## src/rtl/cbta_pkg.sv

```systemverilog
// Shared types, codes and constants of the chained block table allocator.
package cbta_pkg;

  // Defaults for the top-level parameters.
  localparam int MAX_BLOCKS_DEF = 4096;
  localparam int RESERVED_DEF   = 5;

  // Field widths fixed by the interface.
  localparam int BLK_W    = 16;
  localparam int CNT_W    = 13;
  localparam int UPD_W    = 16;
  localparam int S_DATA_W = 32;
  localparam int S_USER_W = 1;
  localparam int M_DATA_W = 48;
  localparam int CFG_IDX_W = 1;

  localparam logic [BLK_W-1:0] END_MARK    = 16'hFFFF;
  localparam logic [CNT_W-1:0] TOTAL_RESET = 13'd4096;

  // Configuration register indexes.
  localparam logic [CFG_IDX_W-1:0] CFG_TOTAL = 1'b0;
  localparam logic [CFG_IDX_W-1:0] CFG_CARD  = 1'b1;

  typedef enum logic [1:0] {
    ST_OK       = 2'd0,
    ST_NOCARD   = 2'd1,
    ST_INSSPACE = 2'd2,
    ST_BROKEN   = 2'd3
  } status_t;

  typedef enum logic {
    CMD_ALLOC = 1'b0,
    CMD_FREE  = 1'b1
  } cmd_t;

  typedef enum logic [3:0] {
    S_CLEAR,
    S_IDLE,
    S_DECODE,
    S_ALLOC_RUN,
    S_TAIL_OK,
    S_TAIL_BAD,
    S_FREE_STEP,
    S_FREE_WAIT,
    S_RESULT
  } state_t;

  // Commands from the controller to the datapath.
  typedef struct packed {
    logic    clear_step;
    logic    load;
    logic    alloc_begin;
    logic    alloc_step;
    logic    tail_write;
    logic    tail_ok;
    logic    free_issue;
    logic    free_retire;
    logic    set_res;
    status_t res_code;
  } dp_cmd_t;

  // Status from the datapath to the controller.
  typedef struct packed {
    logic clear_done;
    logic no_card;
    logic is_free;
    logic short_space;
    logic want_zero;
    logic limit_zero;
    logic alloc_done;
    logic alloc_broken;
    logic walk_end;
    logic walk_bad;
  } dp_stat_t;

endpackage

```

## src/rtl/cbta_ctrl.sv

```systemverilog
// Controller state machine of the allocator.
module cbta_ctrl (
  input  logic               clk,
  input  logic               rst,
  input  cbta_pkg::dp_stat_t stat,
  input  logic               in_valid,
  input  logic               out_free,
  output logic               in_ready,
  output logic               publish,
  output cbta_pkg::dp_cmd_t  cmd
);

  cbta_pkg::state_t state, state_next;

  // State register.
  always_ff @(posedge clk) begin
    if (rst) begin
      state <= cbta_pkg::S_CLEAR;
    end else begin
      state <= state_next;
    end
  end

  // Next state and commands.
  always_comb begin
    state_next   = state;
    in_ready     = 1'b0;
    publish      = 1'b0;
    cmd          = '0;
    cmd.res_code = cbta_pkg::ST_OK;
    unique case (state)
      cbta_pkg::S_CLEAR: begin
        cmd.clear_step = 1'b1;
        if (stat.clear_done) begin
          state_next = cbta_pkg::S_IDLE;
        end
      end
      cbta_pkg::S_IDLE: begin
        in_ready = 1'b1;
        if (in_valid) begin
          cmd.load   = 1'b1;
          state_next = cbta_pkg::S_DECODE;
        end
      end
      cbta_pkg::S_DECODE: begin
        if (stat.no_card) begin
          cmd.set_res  = 1'b1;
          cmd.res_code = cbta_pkg::ST_NOCARD;
          state_next   = cbta_pkg::S_RESULT;
        end else if (stat.is_free) begin
          state_next = cbta_pkg::S_FREE_STEP;
        end else if (stat.short_space) begin
          cmd.set_res  = 1'b1;
          cmd.res_code = cbta_pkg::ST_INSSPACE;
          state_next   = cbta_pkg::S_RESULT;
        end else begin
          cmd.alloc_begin = 1'b1;
          if (stat.want_zero) begin
            cmd.set_res = 1'b1;
            state_next  = cbta_pkg::S_RESULT;
          end else if (stat.limit_zero) begin
            cmd.set_res  = 1'b1;
            cmd.res_code = cbta_pkg::ST_BROKEN;
            state_next   = cbta_pkg::S_RESULT;
          end else begin
            state_next = cbta_pkg::S_ALLOC_RUN;
          end
        end
      end
      cbta_pkg::S_ALLOC_RUN: begin
        cmd.alloc_step = 1'b1;
        if (stat.alloc_done) begin
          state_next = cbta_pkg::S_TAIL_OK;
        end else if (stat.alloc_broken) begin
          state_next = cbta_pkg::S_TAIL_BAD;
        end
      end
      cbta_pkg::S_TAIL_OK: begin
        cmd.tail_write = 1'b1;
        cmd.tail_ok    = 1'b1;
        cmd.set_res    = 1'b1;
        state_next     = cbta_pkg::S_RESULT;
      end
      cbta_pkg::S_TAIL_BAD: begin
        cmd.tail_write = 1'b1;
        cmd.set_res    = 1'b1;
        cmd.res_code   = cbta_pkg::ST_BROKEN;
        state_next     = cbta_pkg::S_RESULT;
      end
      cbta_pkg::S_FREE_STEP: begin
        if (stat.walk_end) begin
          cmd.set_res = 1'b1;
          state_next  = cbta_pkg::S_RESULT;
        end else if (stat.walk_bad) begin
          cmd.set_res  = 1'b1;
          cmd.res_code = cbta_pkg::ST_BROKEN;
          state_next   = cbta_pkg::S_RESULT;
        end else begin
          cmd.free_issue = 1'b1;
          state_next     = cbta_pkg::S_FREE_WAIT;
        end
      end
      cbta_pkg::S_FREE_WAIT: begin
        cmd.free_retire = 1'b1;
        state_next      = cbta_pkg::S_FREE_STEP;
      end
      cbta_pkg::S_RESULT: begin
        if (out_free) begin
          publish    = 1'b1;
          state_next = cbta_pkg::S_IDLE;
        end
      end
      default: state_next = cbta_pkg::S_CLEAR;
    endcase
  end

endmodule

```

## config.mk

```make
export PLATFORM = sky130hd
export DESIGN_NAME = cbta_ctrl
export DESIGN_NICKNAME = d
export VERILOG_FILES = /design/src/rtl/cbta_pkg.sv /design/src/rtl/cbta_ctrl.sv
export SDC_FILE = /design/constraint.sdc
export NUM_CORES = 1
export LEC_CHECK = 0
export BUFFER_PORTS_ARGS = -buffer_cell sky130_fd_sc_hd__buf_2
export CAP_MARGIN = 10
export CORE_UTILIZATION = 35
export CTS_CLUSTER_SIZE = 40
export DETAILED_ROUTE_END_ITERATION = 12
export PLACE_DENSITY = 0.64
export RECOVER_POWER = 100
export SLEW_MARGIN = 20
export SYNTH_ARGS = -nofsm -noshare
export SYNTH_HDL_FRONTEND = slang
export SYNTH_SLANG_ARGS = --single-unit
```

## constraint.sdc

```tcl
create_clock -name clk -period 1.9 [get_ports clk]
set_clock_uncertainty 0.2 [all_clocks]
set_input_delay 0 -clock clk [delete_from_list [all_inputs] [get_ports clk]]
set_output_delay 0 -clock clk [all_outputs]
set_load 0.01 [all_outputs]
```

---- Yosys cells after proc, flatten, opt, wreduce, memory -nomap -nowiden ----
Cells that the tools add are included.
word-level totals
  flip-flop bits (word level) ............. 4
  bits of input ports ..................... 14
  output and inout bits ................... 13
cells by class
  eq/ne operators ......................... 12
  muxes and demuxes ....................... 41
  reduce and logical (&&, ||, !) cells .... 3
operator list
  operator            count
  $mux 4              12
  $pmux 4 s8          1
  $mux 1              19
  $eq 4x3->1 const B  4
  $mux 3              5
  $eq 4x2->1 const B  2
  $ne 2x2->1 const B  3
  $pmux 2 s3          1
  $eq 4x1->1 const B  1
  $eq 4x4->1 const B  1
  $logic_not 4->1     1
  $mux 2              2
  $reduce_and 4->1    1
  $ne 3x3->1 const B  1
  $pmux 1 s3          1
  $reduce_or 2->1     1

---- Depth between registers and ports, before layout ----
Gate-level depths: netlist of the first run.
  depth in word-level cells ............... 6
  gate-level depth with buffers ........... 5
  gate-level depth less buffers ........... 4

---- Worst setup path after synthesis of the first run ----
Ideal clock, no wire load.
  path type ............................... register -> register
  start ................................... register state[2]
  end ..................................... register state[0]
  library setup time ...................... 0.088 ns
  arrival time ............................ 1.473 ns
  required time ........................... 1.612 ns
  path slack .............................. 0.139 ns
  stages on the path, launching flop included .. 5
  clock period less this slack ............ 1.761 ns
  cell sequence ........................... dfxtp_1 -> or4b_4 -> nor4_4 -> a211oi_1 -> o32ai_2
between the ends
  word-level cells in the longest chain between the ends .. 3
RTL lines
  what                                               RTL line         source
  from (decl)                                        cbta_ctrl.sv:13  cbta_pkg::state_t state, state_next;
  from (signal assigned)                             cbta_ctrl.sv:18  state <= cbta_pkg::S_CLEAR;
  from (signal assigned)                             cbta_ctrl.sv:20  state <= state_next;
  $eq 4x3->1 (tied with other cells)                 cbta_ctrl.sv:31  unique case (state)
  $reduce_or 2->1 (no line) (tied with other cells)  --
  $pmux 4 s8 or $reduce_and 4->1 (tied branches)     --
Several ways; a longest one is shown, not always the timed one.
A chain may end at the register's enable or synchronous reset.

---- Final worst setup path of the first run ----
  start ................................... register state[0]
  end ..................................... register state[0]
The elaborated chain is that of the path after synthesis.

==> results by stage, run 1 <==
Worst setup path:
- The worst setup path is of the reg2reg kind.
- The arrival time of the worst setup path is 1.72 ns.
- Broken down by cell family, the worst path's largest delay share belongs to simple AND/OR/NAND/NOR gates.
- On the worst path, the slowest cell contributes a delay of 0.56 ns.
- The required time of the critical path is 1.84 ns.
- The worst setup path is captured at a flip-flop.
- Traced cell by cell, the critical path runs through or4b_4, nor4_2, a211oi_1, o32ai_2.
- On the critical path, the stage with the largest delay is an instance of or4b_4.
- STA classifies the critical path startpoint as a flip-flop.
- The highest fanout seen on the critical path is 11.
- The buffers plus inverters on the worst setup path is 0.

Global routing:
- The global routing stage identified its most utilized layer as met1.
- The global-route total usage across every layer is between 20% and 30%.
- The pin count of the biggest net entering global routing is 15.
- The met3 track utilization from global routing is 3.468%.
- For met1 alone, demand over resource in global routing was 28.18%.
- The number of antenna violations at the first check in global routing is 0.
- In the global route stage, met2 resource usage came out at 27.92%.
- Global routing finished with a remaining overflow of 0.
- The first global-routing pass estimated 2.042 mm of wire.
- The number of global-route vias before repair came to 495.

Clocking:
- TritonCTS built the clock tree.
- Clock-pin slew was measured on the worst setup and hold paths at 0.04 ns.
- In this run the number of H-tree levels came out at 1.
- Counting the buffers created by CTS gives 3.
- The later pin in the worst-skew pair is clocked with a latency of 0.23 ns.
- The clock root buffer master is clkbuf_4.
- The maximum number of buffers from clock root to sink is 2.
- The count of buffers added by post-CTS timing repair for setup is 0.
- The number of clock sinks seen by CTS is 4.

Logic synthesis:
- After synthesis the cells add up to 485.5 um^2.
- The synthesized-area fraction occupied by adder cells is 0%.
- After synthesis, the share of cell area in mux cells is 2.062%.
- The Yosys warning count is 0.
- The library cell occupying the most area in the post-synthesis netlist is dfxtp_1.
- The fraction of the mapped netlist area in compound gates is a little over a quarter.
- Synthesis instantiated 33 different standard cells from the library.
- Yosys attributes the largest share of cell area to dfxtp_1, nor2b_1, nor2_1.
- The portion of synthesized cell area occupied by the leading cell type is 16.49%.
- The number of nets handed over by synthesis was 80.
- Of the total synthesized cell area, the portion taken by XOR and XNOR cells is 0%.
- After synthesis the netlist holds a flip-flop and latch count of 4.
- The average cell area after synthesis is 7.356 um^2.
- Of the synthesized area, sequential elements account for 16.49%.
- Counting every instance in the synthesized netlist gives 66.
- The synthesized netlist devotes 49.23% of its cell area to simple gates.
- By area, the combinational part of the netlist is dominated by simple AND/OR/NAND/NOR gates.

Cells and area:
- For this run, the post-layout net count is 117.
- The library cell used most frequently in the layout, excluding fill and tap cells, is buf_2.
- In the final layout, the registers with the most flip-flops are state x4.
- state holds more flip-flops than any other register.
- The flip-flop count of the largest register after layout is 4.
- Cells with a size suffix above 1 make up 36.63% of the layout.
- The count of antenna diodes in the layout is 0.
- The final cell area excluding filler cells is about 700 um^2.
- Relative to the synthesized area, the layout overhead comes to 45.88%.
- The top cell types in the final layout, fill and taps aside, are buf_2, clkbuf_1, nor2_1, buf_4.

Timing:
- Counting I/O delays and the setup requirement, the final critical path takes 1.785 ns.
- The number of setup violations in the final report is 0.
- The number of hold violations in the final report is 0.
- Setup repair after global routing left no endpoint under its margin.
- The worst slew slack as a fraction of its limit is 77.48%.
- For the pin with the worst max-slew slack, the measured transition is 0.3352 ns.
- Static timing analysis puts the maximum clock frequency at around 560 MHz.
- The count of pins over their slew limit is 0.
- Dividing the final minimum period by the clock period gives 93.93%.
- For the final routed database, the setup TNS stands at 0 ns.

Die:
- The floorplan step defined a core boundary enclosing 1301 um^2.
- 27 I/O pins were placed.
- The vertical die dimension is 39.25 um.
- The floorplan die area is 1540 um^2.
- The die is 39.25 um wide.
- The floorplan has 13 rows.
- The starting utilization of the core area is 37.31%.

Detailed routing:
- The routed layout has just under 600 vias.
- The number of vias per cell is between 5 and 6.
- The count of TritonRoute iterations in the first routing pass is 2.
- The remaining design rule violation count is 0.
- After detailed routing, the average wire length per cell comes to 11.17 um.
- In this run, the number of DRC markers left after iteration 0 of detailed routing was 1.
- The count of nets left with antenna violations once routing finished came out at 0.
- The detailed-route wire length is between 1 and 1.5 mm.

Power:
- Overall power consumption after layout is estimated at 0.0006358 W.
- The peak ir drop on the vdd network is ~0.64 mV.
- The power per cell area is about 900 nW/um^2.
- The leakage power total is roughly 0.31 nW.

Outcome:
- The run finished with clean final reports.

Hold path:
- In this run the worst hold path is classified as in2out.

Placement:
- After detailed placement, the total cell area comes to 663.1 um^2.
- In this run the tool buffered the top-level ports with 26 buffer cells.
- At the end of routability-driven placement, the weighted congestion stood at 0.7417.
- The detailed placement HPWL is 984.7 um.

Flow run:
- Across the run, the number of max-cap violations was 0.
worst reg2reg max path: stages, from the launching register on:
cell and delay [ns]:
dfxtp_2 0.36, or4b_4 0.57, nor4_2 0.19, a211oi_1 0.13
o32ai_2 0.24
logic make-up after synthesis:
logic type | count (synthesis)
mux | 1
buf+inv | 6
compound gates | 18
simple gates | 37
flops | 4
stage by stage:
step | setup slack [ns] | utilization, % | instances | hold WS (ns)
after global placement | 0.1478 | 50.96 | 109 | 0.05357
final | 0.1153 | 54.42 | 116 | 0.07780
after global routing | 0.01925 | 54.42 | 116 | 0.09156
after detailed placement | 0.09033 | 50.96 | 109 | 0.05411
after CTS | 0.01669 | 55.77 | 116 | 0.09384
after floorplan | 0.1388 | - | 66 | -0.1712
cell type report:
cell class / instances / area [um^2]
multi-input cells: 56 / 372.9
well taps: 15 / 18.77
flip-flops and latches: 4 / 81.33
clock buffers: 3 / 22.52
fillers: 143 / 593.1
inverters: 2 / 7.507
repair buffers: 36 / 205.2
worst paths after layout:
check | from | to | slack [ns] | depth (start not counted)
min reg2reg | state[0]$_SDFFE_PP0P_ | state[0]$_SDFFE_PP0P_ | 0.38 | 2
max reg2reg | state[0]$_SDFFE_PP0P_ | state[0]$_SDFFE_PP0P_ | 0.12 | 4
max | state[0]$_SDFFE_PP0P_ | state[0]$_SDFFE_PP0P_ | 0.12 | 4
min | stat[7] | cmd[8] | 0.08 | 3
cell usage after synthesis (all sizes together):
master and instances:
or3b 1, o31ai 1, o22ai 2, mux2i 1, nor4 2, dfxtp 4, a21bo 1, a22oi 1
and2 1, or3 1, a211oi 3, o21ba 2, nand2b 1, inv 2, nor2 7, a21oi 3
or4bb 1, or2 1, nand2 5, buf 1, nor3b 1, nor3 5, and4b 1, nor4b 1
clkbuf 3, o21ai 3, o32ai 1, nor2b 5, and3 2, a31oi 1, and4bb 1, or4b 1
metal layers:
metal,vias to the layer above,routed length (um)
li1,320,-
met1,263,632
met2,7,643
met3,0,21
met4,0,0
met5,-,0
report_power, final:
group | internal, W | switching, W | total, W
Clock | 0.0000708 | 0.0000361 | 0.000107
Sequential | 0.000106 | 0.0000333 | 0.000139
Combinational | 0.000196 | 0.000194 | 0.000390
what timing repair did:
action                     CTS  global route
resized for setup            0             1
setup endpoints to repair    0             3
hold buffers                 4             0
hold endpoints to repair     4             0
(Power assumes the default switching activity.)
==> inputs of run 2 (changes only) <==
--- a/config.mk
+++ b/config.mk
@@ -7,12 +7,14 @@
 export LEC_CHECK = 0
 export BUFFER_PORTS_ARGS = -buffer_cell sky130_fd_sc_hd__buf_2
 export CAP_MARGIN = 10
-export CORE_UTILIZATION = 35
+export CELL_PAD_IN_SITES_DETAIL_PLACEMENT = 1
+export CELL_PAD_IN_SITES_GLOBAL_PLACEMENT = 2
+export CORE_UTILIZATION = 21
 export CTS_CLUSTER_SIZE = 40
 export DETAILED_ROUTE_END_ITERATION = 12
-export PLACE_DENSITY = 0.64
+export PLACE_DENSITY = 0.73
 export RECOVER_POWER = 100
-export SLEW_MARGIN = 20
+export SLEW_MARGIN = 0
 export SYNTH_ARGS = -nofsm -noshare
 export SYNTH_HDL_FRONTEND = slang
 export SYNTH_SLANG_ARGS = --single-unit
==> constraint.sdc (replaced) <==
create_clock -name clk -period 1.7 [get_ports clk]
set_clock_uncertainty 0.2 [all_clocks]
set_input_delay 0 -clock clk [delete_from_list [all_inputs] [get_ports clk]]
set_output_delay 0 -clock clk [all_outputs]
set_load 0.01 [all_outputs]
==> results by stage, run 2 (synthesis results as in run 1) <==
Outcome:
- Run status: finished with violations (was finished clean).
- The checks that failed: negative setup slack.

Power:
- The peak ir drop on the vdd network is 0.5104 mV (was 0.6405 mV).
- The power per cell area was 1057 nW/um^2 (was 897.7 nW/um^2).
- The total power after layout was 0.0008765 W (was 0.0006358 W).
- The leakage power total is 0.3690 nW (was 0.3143 nW).

Die:
- The vertical die dimension came to 50.08 um (was 39.25 um).
- The starting utilization of the core area is 22.16% (was 37.31%).
- The die outline width is 50.08 um (was 39.25 um).
- The standard-cell row count was 17 (was 13).
- The floorplan die area is 2508 um^2 (was 1540 um^2).
- The number of top-level pins is 27 (unchanged).
- The core box area is 2191 um^2 (was 1301 um^2).

Flow run:
- The count of max-cap constraint violations is 0 (unchanged).

Timing:
- The least setup slack across all paths after layout is -0.06875 ns (was 0.1153 ns).
- The actual transition at the worst max-transition pin came to 0.3304 ns (was 0.3352 ns).
- The number of hold violations in the final report is 0 (unchanged).
- The number of setup violations in the final report is 4 (was 0).
- Counting I/O delays and the setup requirement, the final critical path takes 1.769 ns.
- Setup repair after global routing missed its margin: yes (was no).
- The final hold slack came to 0.06759 ns (was 0.07780 ns).
- The upper clock frequency limit is 565.4 MHz.
- The final cycle utilization of the critical path is 104.0%.
- The count of pins over their slew limit is 0 (unchanged).
- The worst slew slack as a fraction of its limit is 77.84% (was 77.48%).

Detailed routing:
- The number of vias in the routed layout is 654 (was 590).
- The remaining design rule violation count is 0 (unchanged).
- The count of TritonRoute iterations in the first routing pass is 4 (was 2).
- The detailed-route wire length is 1.685 mm (was 1.296 mm).
- The number of routed nets with antenna violations was 0 (unchanged).
- The iteration-0 DRC count of the detailed router is 5 (was 1).
- The average wire length per cell after detail routing is 12.57 um (was 11.17 um).
- The number of vias per cell is 4.881 (was 5.086).

Clocking:
- The worst-skew pair later-pin latency is 0.24 ns (was 0.23 ns).
- The clock-pin slew reported for the worst setup and hold paths after clock tree synthesis is 0.04 ns (about the same).
- The clock root buffer master is clkbuf_4 (unchanged).
- The number of clock sinks seen by CTS is 4 (unchanged).
- The total clock buffers created by CTS is 3 (unchanged).
- The number of levels in the clock H-tree was 1 (unchanged).
- The maximum number of buffers from clock root to sink is 2 (unchanged).
- The TritonCTS clock tree is yes (unchanged).

Cells and area:
- The most common cell after layout, fill and taps aside is buf_2 (unchanged).
- The area taken by multi-input logic gates came to 421.7 um^2 (was 372.9 um^2).
- The flip-flop count of the largest register after layout is 4 (unchanged).
- The register area is 81.33 um^2 (unchanged).
- The count of antenna diodes in the layout is 0 (unchanged).
- The synthesis-to-layout area growth is 70.88% (was 45.88%).
- The top register by number of flip-flops is state (unchanged).
- The number of nets in the layout was 122 (was 117).
- The number of fill cells was 292 (was 143).
- The share of cells above drive strength 1 is 50.94% (was 36.63%).
- Registers with the most flip-flops: state x4 (unchanged).
- Commonest cells after routing, fill and taps aside: buf_2, buf_4, nor2_1, clkbuf_1 (was buf_2, clkbuf_1, nor2_1, buf_4).

Global routing:
- The total congestion overflow is 0 (unchanged).
- The number of global-route vias before repair is 607 (was 495).
- The first-pass GRT wire length is 2.746 mm (was 2.042 mm).
- The number of antenna violations at the first check in global routing is 0 (unchanged).
- The pin count of the biggest net entering global routing is 15 (unchanged).
- The global-route total usage across every layer is 14.24% (was 20.24%).

Worst setup path:
- The required time of the critical path is 1.50 ns (was 1.84 ns).
- The highest fanout seen on the critical path is 3 (was 11).
- The category of the most critical setup path is reg2out (was reg2reg).
- The critical path launch point was state[0]$_SDFFE_PP0P_ (unchanged).
- The arrival time of the worst setup path was 1.57 ns (was 1.72 ns).
- The startpoint class of the critical path is a flip-flop (unchanged).
- The worst flop-to-flop path startpoint is state[1]$_SDFFE_PP0P_ (was state[0]$_SDFFE_PP0P_).
- The type of element capturing the critical path is an output pin (was flip-flop).

Hold path:
- The start point of the worst hold path was stat[4] (was stat[7]).
- The type of the most critical hold path is in2reg (was in2out).

Placement:
- The weighted congestion reported at the end of routability-driven placement is 0.7676 (was 0.7417).
- The detailed placement HPWL was 1.313 mm (was 984.7 um).
- The number of buffers added on ports came to 26 (unchanged).
## run 2: worst max-delay path: stages, from the launching register on
cell	delay [ns]
dfxtp_2	0.32
or4b_4	0.55
buf_6	0.15
o31ai_2	0.15
buf_2	0.16
## run 2: repair_timing
| action | CTS | global route |
|---|---|---|
| endpoints found under the hold margin | 4 | 0 |
| pin swaps | 2 | 3 |
| endpoints found under the setup margin | 4 | 9 |
| resized for setup | 7 | 8 |
| hold buffers | 4 | 0 |
| buffers inserted | 2 | 0 |
## run 2: metal layers
layer | vias to the layer above | global-route usage [%] | routed length [um]
li1 | 326 | - | -
met2 | 8 | 22.22 | 840
met5 | - | 0 | 0
met1 | 318 | 19.20 | 786
met4 | 0 | 7.143 | 19
met3 | 2 | 1.235 | 39
## run 2: cell type report
| type | instances | area share [%] |
|---|---|---|
| Tap cell | 28 | 4.223 |
| Timing Repair Buffer | 41 | 31.52 |
| Clock buffer | 3 | 2.715 |
| Inverter | 2 | 0.9050 |
| Multi-Input combinational cell | 56 | 50.83 |
| Sequential cell | 4 | 9.804 |
## run 2: power by group
group | switching (W) | leakage, nW | internal, W | total, W
clock network | 0.0000430 | 0.0138 | 0.0000792 | 0.000122
registers | 0.0000188 | 0.0329 | 0.000118 | 0.000137
logic | 0.000298 | 0.322 | 0.000319 | 0.000617
## run 2: stage by stage
| step | setup WS (ns) | area (um^2) | utilization (%) | std cells | TNS [ns] |
|---|---|---|---|---|---|
| 4_1_cts | -0.1110 | 803.3 | 36.66 | 134 | -0.2931 |
| 6_report | -0.06875 | 829.5 | 37.86 | 134 | -0.2127 |
| 5_1_grt | -0.1188 | 829.5 | 37.86 | 134 | -0.4500 |
| 3_3_place_gp | 0.05208 | 701.9 | 32.04 | 125 | 0 |
| 2_1_floorplan | -0.06121 | 485.5 | - | 66 | -0.06121 |
| 3_5_place_dp | -0.02437 | 701.9 | 32.04 | 125 | -0.02437 |
## run 2: final timing paths
kind                      endpoint  cells past startpoint  slack [ns]
max                         cmd[1]                      4       -0.07
min          state[0]$_SDFFE_PP0P_                      4        0.07
max reg2reg  state[0]$_SDFFE_PP0P_                      5       -0.06
min reg2reg  state[1]$_SDFFE_PP0P_                      4        0.58
==> inputs of run 3 (changes only) <==
--- a/config.mk
+++ b/config.mk
@@ -9,7 +9,9 @@
 export CAP_MARGIN = 10
 export CELL_PAD_IN_SITES_DETAIL_PLACEMENT = 1
 export CELL_PAD_IN_SITES_GLOBAL_PLACEMENT = 2
+export CORE_MARGIN = 3
 export CORE_UTILIZATION = 21
+export CTS_BUF_LIST = sky130_fd_sc_hd__clkbuf_8 sky130_fd_sc_hd__clkbuf_16
 export CTS_CLUSTER_SIZE = 40
 export DETAILED_ROUTE_END_ITERATION = 12
 export PLACE_DENSITY = 0.73
==> results by stage, run 3 (synthesis results as in run 1) <==
Worst setup path:
- The type of element capturing the critical path is an output pin (unchanged).
- The category of the most critical setup path was reg2out (unchanged).
- The required time of the critical path is 1.50 ns (about the same).
- The largest stage delay on the critical path came to 0.54 ns (was 0.55 ns).
- The highest fanout seen on the critical path is 5 (was 3).
- The buffers plus inverters on the worst setup path is 2 (unchanged).
- The setup slack of the worst register-to-register path came to -0.01 ns (was -0.06 ns).
- The slowest library cell on the worst path is or4b_4 (unchanged).
- The number of cell instances on the worst register-to-register path came to 5 (unchanged).
- Critical path cell sequence: or4b_4, buf_6, o31ai_4, buf_2 (was or4b_4, buf_6, o31ai_2, buf_2).
- The startpoint class of the critical path is a flip-flop (unchanged).
- The reg-to-reg critical path endpoint is state[0]$_SDFFE_PP0P_ (unchanged).
- The worst flop-to-flop path startpoint is state[0]$_SDFFE_PP0P_ (was state[1]$_SDFFE_PP0P_).
- The dominant delay contributor by cell family on the critical path is simple AND/OR/NAND/NOR gates (unchanged).
- The critical path launch point was state[0]$_SDFFE_PP0P_ (unchanged).
- The arrival time of the worst setup path is 1.57 ns (about the same).

Die:
- The vertical die dimension came to 54.08 um (was 50.08 um).
- The starting utilization of the core area is 23.32% (was 22.16%).
- The number of top-level pins was 27 (unchanged).
- The die outline width is 54.08 um (was 50.08 um).
- The standard-cell row count is 16 (was 17).
- The floorplan die area was 2925 um^2 (was 2508 um^2).
- The core box area was 2082 um^2 (was 2191 um^2).

Global routing:
- The number of antenna violations at the first check in global routing is 0 (unchanged).
- The number of global-route vias before repair is 718 (was 607).
- The pin count of the biggest net entering global routing is 15 (unchanged).
- The first-pass GRT wire length is 3.236 mm (was 2.746 mm).
- The total congestion overflow is 0 (unchanged).
- The global-route total usage across every layer is 15.42% (was 14.24%).

Cells and area:
- The synthesis-to-layout area growth is 78.61% (was 70.88%).
- Commonest cells after routing, fill and taps aside: buf_2, buf_4, clkbuf_1 (was buf_2, buf_4, nor2_1, clkbuf_1).
- The filler-free cell count of the finished design came to 135 (was 134).
- The number of nets in the layout came to 124 (was 122).
- The flip-flop count of the largest register after layout is 4 (unchanged).
- The count of antenna diodes in the layout is 0 (unchanged).
- The number of fill cells is 265 (was 292).
- The most common cell after layout, fill and taps aside was buf_2 (unchanged).
- The share of cells above drive strength 1 is 50.00% (was 50.94%).
- The top register by number of flip-flops is state (unchanged).
- Registers with the most flip-flops: state x4 (unchanged).

Outcome:
- Violations in the final reports: negative setup slack (unchanged).
- Run status: finished with violations (unchanged).

Placement:
- The detailed placement HPWL was 1.414 mm (was 1.313 mm).
- The worst slack at placement is -0.04628 ns (was -0.02437 ns).
- The weighted congestion reported at the end of routability-driven placement was 0.7272 (was 0.7676).
- The total placed cells including tap cells was 126 (was 125).
- The number of buffers added on ports is 26 (unchanged).

Flow run:
- The count of max-cap constraint violations came to 0 (unchanged).

Detailed routing:
- The count of TritonRoute iterations in the first routing pass was 4 (unchanged).
- The detailed-route wire length was 1.912 mm (was 1.685 mm).
- The number of vias per cell is 4.822 (was 4.881).
- The iteration-0 DRC count of the detailed router came to 8 (was 5).
- The remaining design rule violation count is 0 (unchanged).
- The average wire length per cell after detail routing came to 14.16 um (was 12.57 um).
- The number of vias in the routed layout is 651 (was 654).
- The number of routed nets with antenna violations is 0 (unchanged).

Hold path:
- The start point of the worst hold path is stat[4] (unchanged).
- The number of cells on the worst hold path was 4 (unchanged).
- The type of the most critical hold path is in2reg (unchanged).
- The endpoint of the worst hold path is state[0]$_SDFFE_PP0P_ (unchanged).

Power:
- The leakage power total was 0.3849 nW (was 0.3690 nW).
- The power per cell area came to 1083 nW/um^2 (was 1057 nW/um^2).
- The peak ir drop on the vdd network is 0.5987 mV (was 0.5104 mV).

Timing:
- The upper clock frequency limit is 565.4 MHz (about the same).
- The count of pins over their slew limit is 0 (unchanged).
- The minimum clock period is 1.769 ns (about the same).
- The final cycle utilization of the critical path is 104.0% (about the same).
- Setup repair after global routing missed its margin: yes (unchanged).
- The number of hold violations in the final report is 0 (unchanged).
- The least setup slack across all paths after layout is -0.06865 ns (was -0.06875 ns).
- The worst slew slack as a fraction of its limit is 74.84% (was 77.84%).
- The number of setup violations in the final report is 5 (was 4).
- The actual transition at the worst max-transition pin is 0.3746 ns (was 0.3304 ns).

Clocking:
- The number of clock sinks seen by CTS is 4 (unchanged).
- The total clock buffers created by CTS is 3 (unchanged).
- The TritonCTS clock tree is yes (unchanged).
- The maximum number of buffers from clock root to sink was 2 (unchanged).
- The clock-pin slew reported for the worst setup and hold paths after clock tree synthesis came to 0.03 ns (was 0.04 ns).
- The clock root buffer master is clkbuf_8 (was clkbuf_4).
- The worst-skew pair later-pin latency is 0.22 ns (was 0.24 ns).
- The number of levels in the clock H-tree is 1 (unchanged).
## run 3: cell types whose count changed in the layout (fill, tap and decap cells not counted), moves of 2 or more
cell / previous run / this run
dfxtp_1: 3 / 1
clkbuf_8: 0 / 3
buf_4: 7 / 11
clkbuf_4: 3 / 0
## run 3: layout make-up
class | instances | area [um^2] | share of cell area (%)
multi-input cells | 56 | 424.2 | 48.92
repair buffers | 43 | 274.0 | 31.60
flip-flops and latches | 4 | 86.33 | 9.957
clock buffers | 3 | 41.29 | 4.762
well taps | 27 | 33.78 | 3.896
inverters | 2 | 7.507 | 0.8658
## run 3: worst max path at each step
stage,endpoint,cells after the start
final,cmd[1],4
after global routing,cmd[1],4
after CTS,cmd[1],4
after detailed placement,state[0]$_SDFFE_PP0P_,4
after global placement,state[2]$_SDFFE_PP0P_,5
after floorplan,state[0]$_SDFFE_PP0P_,4
## run 3: metrics by stage
stage          area, um^2  power [W]  util (%)   TNS, ns  hold slack, ns
2_1_floorplan       485.5  0.0004402         -  -0.06121         -0.1712
3_3_place_gp        715.7  0.0006505     34.38         0         0.05848
3_5_place_dp        715.7  0.0006587     34.38  -0.04628         0.06869
4_1_cts             857.1  0.0009388     41.17   -0.3375          0.1041
5_1_grt             867.1   0.001016     41.65   -0.6358          0.1290
6_report            867.1  0.0009393     41.65   -0.1854          0.1072
## run 3: layer usage
layer | global-route usage, % | share of wire, % | up-vias
li1 | - | - | 331
met1 | 19.61 | 43 | 301
met2 | 25.81 | 52 | 13
met3 | 2.770 | 2.5 | 6
met4 | 5.394 | 2.2 | 0
met5 | 0 | 0 | -
## run 3: timing repair
item / CTS / global route
hold buffers: 4 / 0
gates resized for setup: 13 / 5
pin swaps: 7 / 1
endpoints found under the hold margin: 4 / 0
endpoints found under the setup margin: 6 / 7
setup buffers: 2 / 0
## run 3: power breakdown
part           internal, W  total (W)  leakage, nW  switching, W
logic             0.000303   0.000589        0.329      0.000286
clock network     0.000151   0.000200       0.0216     0.0000492
registers         0.000125   0.000151       0.0341     0.0000257
## run 3: worst reg2reg max path: stages (launching register included)
cell,delay [ns]
dfxtp_4,0.35
buf_4,0.11
or4bb_1,0.49
a21oi_1,0.17
a211oi_2,0.07
o32ai_2,0.21
